File: src/rtl/core/mmrh_pkg.sv
`timescale 1ns / 1ps

package mmrh_pkg;

    localparam int NUM_ZONES   = 20;
    localparam int MAX_SAMPLES = 1024;

    localparam int DATA_W  = 32;
    localparam int WIDE_W  = DATA_W + 2;
    localparam int ADDR_W  = $clog2(MAX_SAMPLES);
    localparam int CNT_W   = $clog2(MAX_SAMPLES + 1);
    localparam int HIT_W   = 11;
    localparam int OIDX_W  = 5;
    localparam int ZONE_W  = $clog2(NUM_ZONES + 1);
    localparam int IDX_W   = (ZONE_W > OIDX_W) ? ZONE_W : OIDX_W;

    // floor(x / NUM_ZONES) = (x * ZONE_RECIP) >> RECIP_SHIFT for any 32-bit x
    localparam int RECIP_SHIFT = DATA_W + ZONE_W;
    localparam int RECIP_W     = DATA_W + 2;
    localparam int PROD_W      = RECIP_SHIFT + DATA_W;
    localparam logic [RECIP_W-1:0] ZONE_RECIP =
        RECIP_W'((64'd1 << RECIP_SHIFT) / NUM_ZONES + 1);

    typedef struct packed {
        logic load;
        logic div_init;
        logic div_step;
        logic bin_first;
        logic scan_rd;
        logic emit;
        logic next_bin;
        logic clear_set;
    } mmrh_cmd_t;

    typedef struct packed {
        logic scan_last;
        logic out_free;
        logic final_bin;
    } mmrh_status_t;

endpackage

File: src/rtl/core/mmrh_ctrl.sv
`timescale 1ns / 1ps

module mmrh_ctrl
    import mmrh_pkg::*;
(
    input  logic         aclk,
    input  logic         aresetn,
    input  logic         s_valid,
    input  logic         s_last,
    output logic         s_ready,
    input  mmrh_status_t status,
    output mmrh_cmd_t    cmd
);

    localparam logic [2:0] ST_LOAD   = 3'd0;
    localparam logic [2:0] ST_DIVSET = 3'd1;
    localparam logic [2:0] ST_DIV    = 3'd2;
    localparam logic [2:0] ST_BINSET = 3'd3;
    localparam logic [2:0] ST_SCAN   = 3'd4;
    localparam logic [2:0] ST_DRAIN  = 3'd5;
    localparam logic [2:0] ST_EMIT   = 3'd6;

    logic [2:0] state_reg;
    logic [2:0] state_next;

    always_ff @(posedge aclk) begin
        if (!aresetn) begin
            state_reg <= ST_LOAD;
        end else begin
            state_reg <= state_next;
        end
    end

    always_comb begin
        state_next = state_reg;
        cmd        = '0;
        unique case (state_reg)
            ST_LOAD: begin
                cmd.load = s_valid;
                if (s_valid && s_last) begin
                    state_next = ST_DIVSET;
                end
            end
            ST_DIVSET: begin
                cmd.div_init = 1'b1;
                state_next   = ST_DIV;
            end
            ST_DIV: begin
                // one reciprocal multiply gives the bin width
                cmd.div_step = 1'b1;
                state_next   = ST_BINSET;
            end
            ST_BINSET: begin
                cmd.bin_first = 1'b1;
                state_next    = ST_SCAN;
            end
            ST_SCAN: begin
                cmd.scan_rd = 1'b1;
                if (status.scan_last) begin
                    state_next = ST_DRAIN;
                end
            end
            ST_DRAIN: begin
                // last read word is counted in this cycle
                state_next = ST_EMIT;
            end
            ST_EMIT: begin
                if (status.out_free) begin
                    cmd.emit = 1'b1;
                    if (status.final_bin) begin
                        cmd.clear_set = 1'b1;
                        state_next    = ST_LOAD;
                    end else begin
                        cmd.next_bin = 1'b1;
                        state_next   = ST_SCAN;
                    end
                end
            end
            default: begin
                state_next = ST_LOAD;
            end
        endcase
    end

    assign s_ready = (state_reg == ST_LOAD);

endmodule

File: config.mk
export PLATFORM = sky130hd
export DESIGN_NAME = mmrh_ctrl
export DESIGN_NICKNAME = d
export VERILOG_FILES = /design/src/rtl/core/mmrh_pkg.sv /design/src/rtl/core/mmrh_ctrl.sv
export SDC_FILE = /design/constraint.sdc
export NUM_CORES = 1
export LEC_CHECK = 0
export ABC_AREA = 1
export ABC_CLOCK_PERIOD_IN_PS = 950
export BUFFER_PORTS_ARGS = -buffer_cell sky130_fd_sc_hd__buf_2
export CORE_AREA = 2 2 39 41
export DETAILED_ROUTE_END_ITERATION = 12
export DIE_AREA = 0 0 41 43
export SLEW_MARGIN = 20
export SYNTH_ARGS = -nofsm -noshare
export SYNTH_HDL_FRONTEND = slang
export SYNTH_SLANG_ARGS = --single-unit
File: constraint.sdc
create_clock -name aclk -period 0.95 [get_ports aclk]
set_input_delay 0.095 -clock aclk [delete_from_list [all_inputs] [get_ports aclk]]
set_output_delay 0.095 -clock aclk [all_outputs]
set_load 0.02 [all_outputs]
== Word-level counts from Yosys, hierarchy flattened ==
Index checks and enable logic that the tools add are counted.

* $add $sub $neg: 0
* Multipliers: 0
* Divide/modulo/power cells: 0
* Order comparisons: 0
* Equality and inequality tests: 9
* Shifts and indexed selects: 0
* Multiplexer cells: 14
* Bitwise operators: 0
* Reduce and logical (&&, ||, !) cells: 3

{| class="wikitable"
|+ Operators with widths
! kind !! count
|-
| 3-bit case mux with 7 select lines || 1
|-
| 3-bit two-way mux || 6
|-
| 3-bit equality test (second input constant) || 3
|-
| 1-bit two-way mux || 7
|-
| 3-bit by 2-bit equality test with 1-bit output (second input constant) || 2
|-
| 2-bit inequality test (second input constant) || 2
|-
| 3-bit by 1-bit equality test with 1-bit output (second input constant) || 1
|-
| 3-bit zero test || 1
|-
| 3-bit AND reduction || 1
|-
| 2-bit by 1-bit inequality test with 1-bit output (second input constant) || 1
|-
| 1-bit logical AND || 1
|}

* Flip-flop bits (word level): 3
* Bits in latches: 0
* Memory bits (writable): 0
* Memory bits (read-only): 0
* Logic and storage cells: 27
* Memories: 0

== Logic depth before layout (Yosys ltp) ==
Gate-level depths: netlist (run 1).

* Depth in word-level cells: 3
* Gate-level depth with buffers: 8
* Depth with buffers taken out: 7

== Worst setup path after synthesis (run 1) ==
OpenSTA, ideal clock, no wires.

* Path type: flip-flop to flip-flop
* From: register state_reg[1]
* To: register state_reg[0]
* Setup time: 111 ps
* Arrival time: 1184 ps
* Path slack: -345 ps
* Stages on the path, launching flop included: 6
* Path buffers: 1
* Path through: dfxtp_1 > buf_6 > nor3_1 > nand2_1 > nand3_1 > nor2_1

* Word-level cells in the longest chain between the ends: 3
* Elaborated cells between the ends (all ways): 12
* Classes of those cells: eq/ne: 9; mux: 1; reduce/logical: 2

{| class="wikitable"
|+ RTL lines
! what !! RTL line !! source
|-
| start, declared || mmrh_ctrl.sv:23 || <nowiki>logic [2:0] state_reg;</nowiki>
|-
| start signal, assigned || mmrh_ctrl.sv:30 || <nowiki>state_reg <= state_next;</nowiki>
|-
| 3-bit zero test * || n/a ||
|-
| via s_ready || mmrh_ctrl.sv:10 || <nowiki>output logic s_ready,</nowiki>
|-
| 2-bit by 1-bit inequality test with 1-bit output (no source line) || n/a ||
|-
| 3-bit AND reduction (no source line) || n/a ||
|}

The timed path passes the listed nets; every way through them passes the cells marked *.
A chain may end at the register's enable or synchronous reset.

==> run summary, run 1 <==
Critical Path Slowest Stage Cell: dfxtp_2
GR Util All Layers: 0.122
post-synth top area share: 0.251
register bit total from synthesis: 3
Setup CP Type: flop to output port
Largest delay share family, worst path: flip-flops
Initial Util: 0.173
EDFF count, synth: 0
met2 usage: 0.213
GRT met3 Usage: 0.0681
total CTS buffers: 3
Reg area: 68.8 sq um
Placed Instances: 78
DRT Pass-1 Iters: 3
Hold Fails Final Rpt: 0
Seq pwr share: 0.189
final cycle utilization of the critical path: 1.24
fraction of registers with async set/reset: 0
Top Ports: 16
largest net degree at the start of global routing: 7
routed length per instance: 10.3 microns
routed wire length: 876 microns
Via Count: 354
Post-DRT Antenna Nets: 0
vias per cell: 4.16
synth top area cells: dfxtp_1 25%, nand2_1 14%, nand3_1 13%
nets: 77
layer with the highest usage: met2
gpl congestion: 0.787
Largest register FFs: 3
sequential fraction of the synthesis area: 0.251
Cell Area, Synth: 239 sq um
Crit path arrival time: 1.08 ns
initial antenna violation count: 0
area of the multi-input gates: 228 sq um
met1 GRT Util: 0.120
GRT overflow: 0
switching power: 0.000431 W
failing checks: setup timing
H-tree lvl count: 1
RSZ-0062 raised after global routing: yes
TritonCTS clock tree: done
DP Wirelength: 564 microns
Worst path max stage delay: 0.33 ns
Max transition margin: 0.866
Comb pwr share: 0.614
hold depth: 3
syn_nets: 49
reg2reg path depth: 9
Avg Inst Size Synth: 5.69 sq um
vias in the first global route: 356
most frequent cell after synthesis: nand2_1
Synth area leader: dfxtp_1
Final Hold Slack: 0.123 ns
first-pass GRT wire length: 1.43 mm
core box area: 1380 sq um
Clock Latency Late Sink: 0.23 ns
number of max-cap violations: 0
Post-synth top cells: 9 x nand2_1, 7 x inv_1, 7 x nor2_1
Crit path required time: 0.85 ns
fin crit period: 1.17 ns
area delta synth->final: 151%
Port Buffers: 15
P_int: 0.000678 W
die extent in y: 43 microns
Max VDD drop: 0.837 mV
Sw Ratio: 0.389
Primary FF master, synth: dfxtp_1
# rows: 14
clk_skew: 0.00458 ns
die footprint: 1760 sq um
Syn Inst Count: 42
yosys warns: 0
Max Fclk: 851 MHz
violation count after the first detailed-routing iteration: 4
setup ws final: -0.225 ns
Max clock buf depth: 2
Worst path most repeated cell: buf_6
final setup vio count: 12
CP Cell Sequence: buf_6 -> nor2_4 -> and3_4 -> buf_6
Clk pwr share: 0.197
Hold WC Path Type: input pin to flop
worst-path maximum fanout: 4
Worst-path clk slew: 0.04 ns
CTS sink count: 3
status: finished with violations
# DRC: 0
layout cells sized above 1: 0.667
n_diodes: 0
P per Cell Area: 1850 nW/um^2
Pleak: 0.300 nW
CP Depth: 4
Final Max Slew Viols: 0
Fillers: 147
CTS root buf: clkbuf_4
Crit path buffers/inverters: 2
crit start category: flop
final std cells w/o fill: 85
distinct cell type count after synthesis: 14
Slew @ Worst Pin: 0.201 ns
Setup crit end kind: output port
Setup TNS Final: -1.82 ns
Die X: 41 microns
layer usage:
| layer | share of wire | routed length, microns | up-vias |
|---|---|---|---|
| met5 | 0 | 0 | - |
| met4 | 0 | 0 | 0 |
| met1 | 0.35 | 309 | 160 |
| met3 | 0.053 | 46 | 0 |
| met2 | 0.59 | 520 | 11 |
| li1 | - | - | 183 |
path summary, 6_finish.rpt:
check | slack [ns] | end | start
min | 0.12 | state_reg[2]$_SDFFE_PN0P_ | aresetn
max | -0.22 | cmd[7] | state_reg[0]$_SDFFE_PN0P_
min reg2reg | 0.67 | state_reg[1]$_SDFFE_PN0P_ | state_reg[2]$_SDFFE_PN0P_
max reg2reg | -0.15 | state_reg[2]$_SDFFE_PN0P_ | state_reg[0]$_SDFFE_PN0P_
final cells by class:
cell class / count / share of cell area
Timing Repair Buffer: 25 / 0.375
Tap cell: 16 / 0.0333
Sequential cell: 3 / 0.115
Inverter: 8 / 0.0542
Clock buffer: 4 / 0.0438
Multi-Input combinational cell: 29 / 0.379
power groups by stage:
stage                     sequential (W)  combinational (W)  clock, W
after floorplan                 0.000175           0.000297         0
after global placement          0.000180           0.000442         0
after detailed placement        0.000183           0.000441         0
after CTS                       0.000209           0.000670  0.000231
after global routing            0.000215           0.000719  0.000251
final                           0.000210           0.000680  0.000219
worst min-delay path, stage by stage:
cell	delay (ns)
buf_2	0.10
inv_1	0.06
nor2_1	0.05
cell families (layout without fill, tap and decap cells):
| logic type | after synthesis | after routing | share of synthesized area |
|---|---|---|---|
| compound gates | 1 | 1 | 0.0262 |
| buf+inv | 10 | 37 | 0.194 |
| flops | 3 | 3 | 0.251 |
| simple gates | 28 | 28 | 0.529 |
cells in the final DEF (no fill, tap or decap):
cell type   n
dfxtp_4     2
buf_2       6
clkbuf_1    1
buf_6      14
inv_1       5
nor2_4      4
clkbuf_4    3
nor3_4      2
nor2_1      3
nand2_1     9
inv_2       2
a31oi_1     1
and3_4      1
nand4_1     1
inv_4       1
or2_4       1
nand3b_1    1
nand3_1     2
nand3_4     2
nand3_2     2
dfxtp_2     1
buf_4       5
repair_timing:
item	CTS	global route
resized for setup	41	1
pin swaps	6	2
endpoints found under the setup margin	12	12
setup buffers	3	0
hold buffers	0	0
metrics by stage:
step           power, W  setup WS [ns]  instance area, sq um  utilization
5_1_grt         0.00118         -0.271                   601        0.434
4_1_cts         0.00111         -0.233                   596        0.430
2_1_floorplan  0.000472        -0.0461                   282            -
6_report        0.00111         -0.225                   601        0.434
3_5_place_dp   0.000624        -0.0952                   410        0.297
3_3_place_gp   0.000622        -0.0719                   410        0.297
Note: power is estimated with default switching activity, not from simulation.
==> run 2, diff against run 1 <==
ABC_CLOCK_PERIOD_IN_PS = 1400   (was 950)
clock period = 1.4 ns   (was 0.95 ns; I/O delays follow)
==> run summary, run 2 (same netlist as run 1, synthesis figures left out) <==
n_diodes: 0 (unchanged)
Fillers: 173 (+18%)
P per Cell Area: 1430 nW/um^2 (-23%)
final std cells w/o fill: 75 (-12%)
Hold WC Path Type: input pin to flop
crit start category: flop
most common cell after layout, fill and taps aside: buf_2
CTS sink count: 3 (unchanged)
Placed Instances: 71 (-9.0%)
final setup vio count: 0 (-12)
worst-path maximum fanout: 8 (+4)
Hold Fails Final Rpt: 0 (unchanged)
Max VDD drop: 0.342 mV (-59%)
fin crit period: 1.27 ns
Clock Latency Late Sink: 0.24 ns (about the same)
GR Util All Layers: 0.0973 (-0.0244)
total CTS buffers: 3 (unchanged)
status: finished, final reports clean
area delta synth->final: 45.6%
layout cells sized above 1: 0.373 (-0.294)
gpl congestion: 0.806 (+2.5%)
Crit path required time: 1.26 ns (+0.41 ns)
CP Cell Sequence: nand3_1 -> nor3_1 -> buf_2
Setup CP Type: flop to output port
# DRC: 0 (unchanged)
# rows: 14 (unchanged)
clk_skew: 0.00433 ns (-0.000251 ns)
TritonCTS clock tree: done
RSZ-0062 raised after global routing: no
Critical Path Slowest Stage Cell: dfxtp_2
vias in the first global route: 272 (-24%)
first-pass GRT wire length: 1.08 mm (-24%)
Die X: 41 microns (unchanged)
initial antenna violation count: 0 (unchanged)
Crit path buffers/inverters: 1 (-1)
Top Ports: 16 (unchanged)
GRT overflow: 0 (unchanged)
violation count after the first detailed-routing iteration: 12 (+8)
Initial Util: 0.173 (unchanged)
Largest delay share family, worst path: flip-flops
routed length per instance: 8.52 microns (-17%)
Via Count: 315 (-11%)
die footprint: 1760 sq um (unchanged)
Post-DRT Antenna Nets: 0 (unchanged)
vias per cell: 4.20 (+0.85%)
Max transition margin: 0.855 (-0.0107)
Port Buffers: 15 (unchanged)
largest net degree at the start of global routing: 10 (+3)
number of max-cap violations: 0 (unchanged)
nets: 67 (-13%)
Final Max Slew Viols: 0 (unchanged)
# Post-CTS Setup Buffers: 0 (-3)
DP Wirelength: 503 microns (-11%)
Max Fclk: 789 MHz
Max clock buf depth: 2 (unchanged)
Pleak: 0.222 nW (-26%)
routed wire length: 639 microns (-27%)
Worst R2R Setup Slack: 0.42 ns (+0.57 ns)
Crit path arrival time: 1.13 ns (+0.05 ns)
Worst-path clk slew: 0.04 ns (about the same)
most frequent cells in the layout: 15 x buf_2, 9 x nand2_1, 7 x inv_1, 7 x nor2_1, 6 x nand3_1
CTS root buf: clkbuf_4
Setup TNS Final: 0 ns (+1.82 ns)
Slew @ Worst Pin: 0.216 ns (+0.0146 ns)
core box area: 1380 sq um (unchanged)
Largest register FFs: 3 (unchanged)
DRT Pass-1 Iters: 4 (+1)
Worst path max stage delay: 0.40 ns (+0.07 ns)
final cycle utilization of the critical path: 0.905
Setup crit end kind: output port
die extent in y: 43 microns (unchanged)
H-tree lvl count: 1 (unchanged)
-- run 2: cell count changes in the layout (fill, tap and decap cells not counted), moves of 2 or more --
cell     delta
buf_2       +9
dfxtp_4     -2
nand3_2     -2
nor2_4      -4
nor2_1      +4
nand3_4     -2
nor3_1      +2
buf_4       -5
nand3_1     +4
nor3_4      -2
dfxtp_2     +2
inv_1       +2
buf_6      -14
-- run 2: layout make-up --
class / count / area, sq um / area share
clock buffer: 4 / 26.3 / 0.0755
inverter: 8 / 30.0 / 0.0863
multi-input combinational: 29 / 133 / 0.381
sequential: 3 / 63.8 / 0.183
tap: 16 / 20.0 / 0.0576
timing repair buffer: 15 / 75.1 / 0.216
-- run 2: layer usage --
metal	GRT usage	up-vias	wire, microns
li1	-	164	-
met1	0.106	136	264
met2	0.119	13	301
met3	0.0576	2	58
met4	0.100	0	14
met5	0	-	0
-- run 2: worst paths after layout --
| kind | start | end | depth (start not counted) |
|---|---|---|---|
| worst min-delay path | aresetn | state_reg[2]$_SDFFE_PN0P_ | 3 |
| worst max-delay path | state_reg[2]$_SDFFE_PN0P_ | cmd[1] | 3 |
| worst min register to register | state_reg[1]$_SDFFE_PN0P_ | state_reg[1]$_SDFFE_PN0P_ | 2 |
| worst max register to register | state_reg[2]$_SDFFE_PN0P_ | state_reg[2]$_SDFFE_PN0P_ | 7 |
-- run 2: repair_timing --
item                       CTS  global route
setup endpoints to repair    0             4
hold buffers                 0             0
resized for setup            0             3
-- run 2: worst register-to-register path, stage by stage, from the launching register on --
cell	delay [ns]
dfxtp_2	0.40
inv_1	0.10
nand3_1	0.11
nand2_1	0.06
nand2_1	0.05
inv_1	0.03
nor2_1	0.08
nor2_1	0.04
-- run 2: report_power, final --
part	leakage [nW]	switching [W]	internal, W	total (W)
logic	0.181	0.000127	0.0000727	0.000199
clock network	0.0150	0.0000532	0.000107	0.000161
registers	0.0258	0.0000297	0.000107	0.000137
total	0.222	0.000210	0.000287	0.000497
-- run 2: per-stage QoR --
stage / hold slack, ns / area [sq um] / worst slack, ns / total power [W] / utilization
2_1_floorplan: 0.272 / 239 / 0.105 / 0.000285 / -
3_3_place_gp: 0.401 / 318 / 0.300 / 0.000333 / 0.230
3_5_place_dp: 0.402 / 318 / 0.310 / 0.000334 / 0.230
4_1_cts: 0.150 / 344 / 0.0374 / 0.000499 / 0.249
5_1_grt: 0.152 / 348 / 0.0234 / 0.000542 / 0.251
6_report: 0.148 / 348 / 0.132 / 0.000497 / 0.251
==> run 3, diff against run 2 <==
RECOVER_POWER = 50   (was not set)
==> run summary, run 3 (same netlist as run 1, synthesis figures left out) <==
routed length per instance: 8.71 microns (+2.2%)
core box area: 1380 sq um (unchanged)
Hold WC Path Type: input pin to flop
CTS root buf: clkbuf_4
reg2reg path depth: 7 (unchanged)
H-tree lvl count: 1 (unchanged)
Max clock buf depth: 2 (unchanged)
setup ws final: 0.125 ns (-0.00779 ns)
Critical Path Start: state_reg[0]$_SDFFE_PN0P_
Initial Util: 0.173 (unchanged)
RR Startpoint: state_reg[2]$_SDFFE_PN0P_
initial antenna violation count: 0 (unchanged)
Worst R2R Setup Slack: 0.43 ns (about the same)
P per Cell Area: 1450 nW/um^2 (+1.3%)
most common cell after layout, fill and taps aside: buf_2
DP Wirelength: 503 microns (unchanged)
Max VDD drop: 0.344 mV (+0.59%)
Max Fclk: 784 MHz (-0.61%)
nets: 67 (unchanged)
final cycle utilization of the critical path: 0.911 (+0.00557)
fin crit period: 1.28 ns (+0.00779 ns)
Crit path required time: 1.26 ns (about the same)
GR Util All Layers: 0.0973 (unchanged)
Final Hold Slack: 0.143 ns (-0.00443 ns)
vias in the first global route: 272 (unchanged)
pre-CTS setup slack: 0.310 ns (unchanged)
sink of the worst hold path: state_reg[2]$_SDFFE_PN0P_
first-pass GRT wire length: 1.08 mm (unchanged)
# Post-CTS Setup Buffers: 0 (unchanged)
largest net degree at the start of global routing: 10 (unchanged)
Critical R2R Capture: state_reg[2]$_SDFFE_PN0P_
crit start category: flop
routed wire length: 653 microns (+2.2%)
Worst-path clk slew: 0.04 ns (about the same)
hold depth: 3 (unchanged)
# rows: 14 (unchanged)
die footprint: 1760 sq um (unchanged)
status: finished, final reports clean
Largest register FFs: 3 (unchanged)
Finished Core Util: 0.249 (-0.00271)
worst-path maximum fanout: 6 (-2)
gpl congestion: 0.806 (unchanged)
TritonCTS clock tree: done
Post-DRT Antenna Nets: 0 (unchanged)
Slew @ Worst Pin: 0.249 ns (+0.0332 ns)
Setup CP Type: flop to output port
final setup vio count: 0 (unchanged)
die extent in y: 43 microns (unchanged)
violation count after the first detailed-routing iteration: 7 (-5)
Setup TNS Final: 0 ns (unchanged)
Setup crit end kind: output port
Crit path arrival time: 1.14 ns (about the same)
RSZ-0062 raised after global routing: no
area delta synth->final: 44.0%
clk_skew: 0.00771 ns (+0.00337 ns)
Hold Fails Final Rpt: 0 (unchanged)
total CTS buffers: 3 (unchanged)
GRT overflow: 0 (unchanged)
Clock Latency Late Sink: 0.24 ns (about the same)
CTS sink count: 3 (unchanged)
Pleak: 0.209 nW (-5.8%)
DRT Pass-1 Iters: 4 (unchanged)
# DRC: 0 (unchanged)
Max transition margin: 0.835 (-0.0203)
Port Buffers: 15 (unchanged)
Via Count: 317 (+0.63%)
n_diodes: 0 (unchanged)
vias per cell: 4.23 (+0.63%)
Die X: 41 microns (unchanged)
Hold Startpoint: aresetn
Top Ports: 16 (unchanged)
layout cells sized above 1: 0.322 (-0.0508)
most frequent cells in the layout: 12 x buf_2, 9 x nand2_1, 7 x inv_1, 7 x nor2_1, 6 x nand3_1
number of max-cap violations: 0 (unchanged)
Final Max Slew Viols: 0 (unchanged)
run 3: cell count changes in the layout (fill, tap and decap cells not counted), sizes merged:
cell    before  now
buf         15   12
clkbuf       4    7
run 3: worst max-delay path: stages, from the launching register on:
cell     delay [ns]
dfxtp_2        0.36
inv_2          0.07
or2_1          0.22
nor2_1         0.08
buf_2          0.16
run 3: cell type report:
cell class,instances,area (sq um)
Fill cell,173,1040
Multi-Input combinational cell,29,133
Timing Repair Buffer,15,71.3
Sequential cell,3,63.8
Inverter,8,30.0
Clock buffer,4,26.3
Tap cell,16,20.0
run 3: what timing repair did:
item / 4_1_cts / 5_1_grt
resized for setup: 0 / 3
setup endpoints to repair: 0 / 4
hold buffers: 0 / 0
run 3: metal layers:
metal	track usage	wire length (microns)
met5	0	0
met4	0.100	17
met3	0.0576	56
met2	0.119	303
met1	0.106	275
run 3: report_power, final:
| group | internal (W) | total, W | switching, W |
|---|---|---|---|
| Combinational | 0.0000696 | 0.000197 | 0.000127 |
| Clock | 0.000108 | 0.000164 | 0.0000562 |
| Sequential | 0.000107 | 0.000137 | 0.0000304 |
| Total | 0.000284 | 0.000498 | 0.000214 |
run 3: how the worst max path moves through the flow:
stage | end | slack, ns | cells after the start
2_1_floorplan | state_reg[0]$_SDFFE_PN0P_ | 0.10 | 5
3_3_place_gp | cmd[1] | 0.30 | 3
3_5_place_dp | cmd[1] | 0.31 | 3
4_1_cts | cmd[1] | 0.04 | 3
5_1_grt | cmd[1] | 0.02 | 3
6_report | cmd[6] | 0.12 | 4
run 3: metrics by stage:
stage                     total power [W]  cell area [sq um]  cells
after floorplan                  0.000285                239     42
after global placement           0.000333                318     71
after detailed placement         0.000334                318     71
after CTS                        0.000499                344     75
after global routing             0.000539                344     75
final                            0.000498                344     75
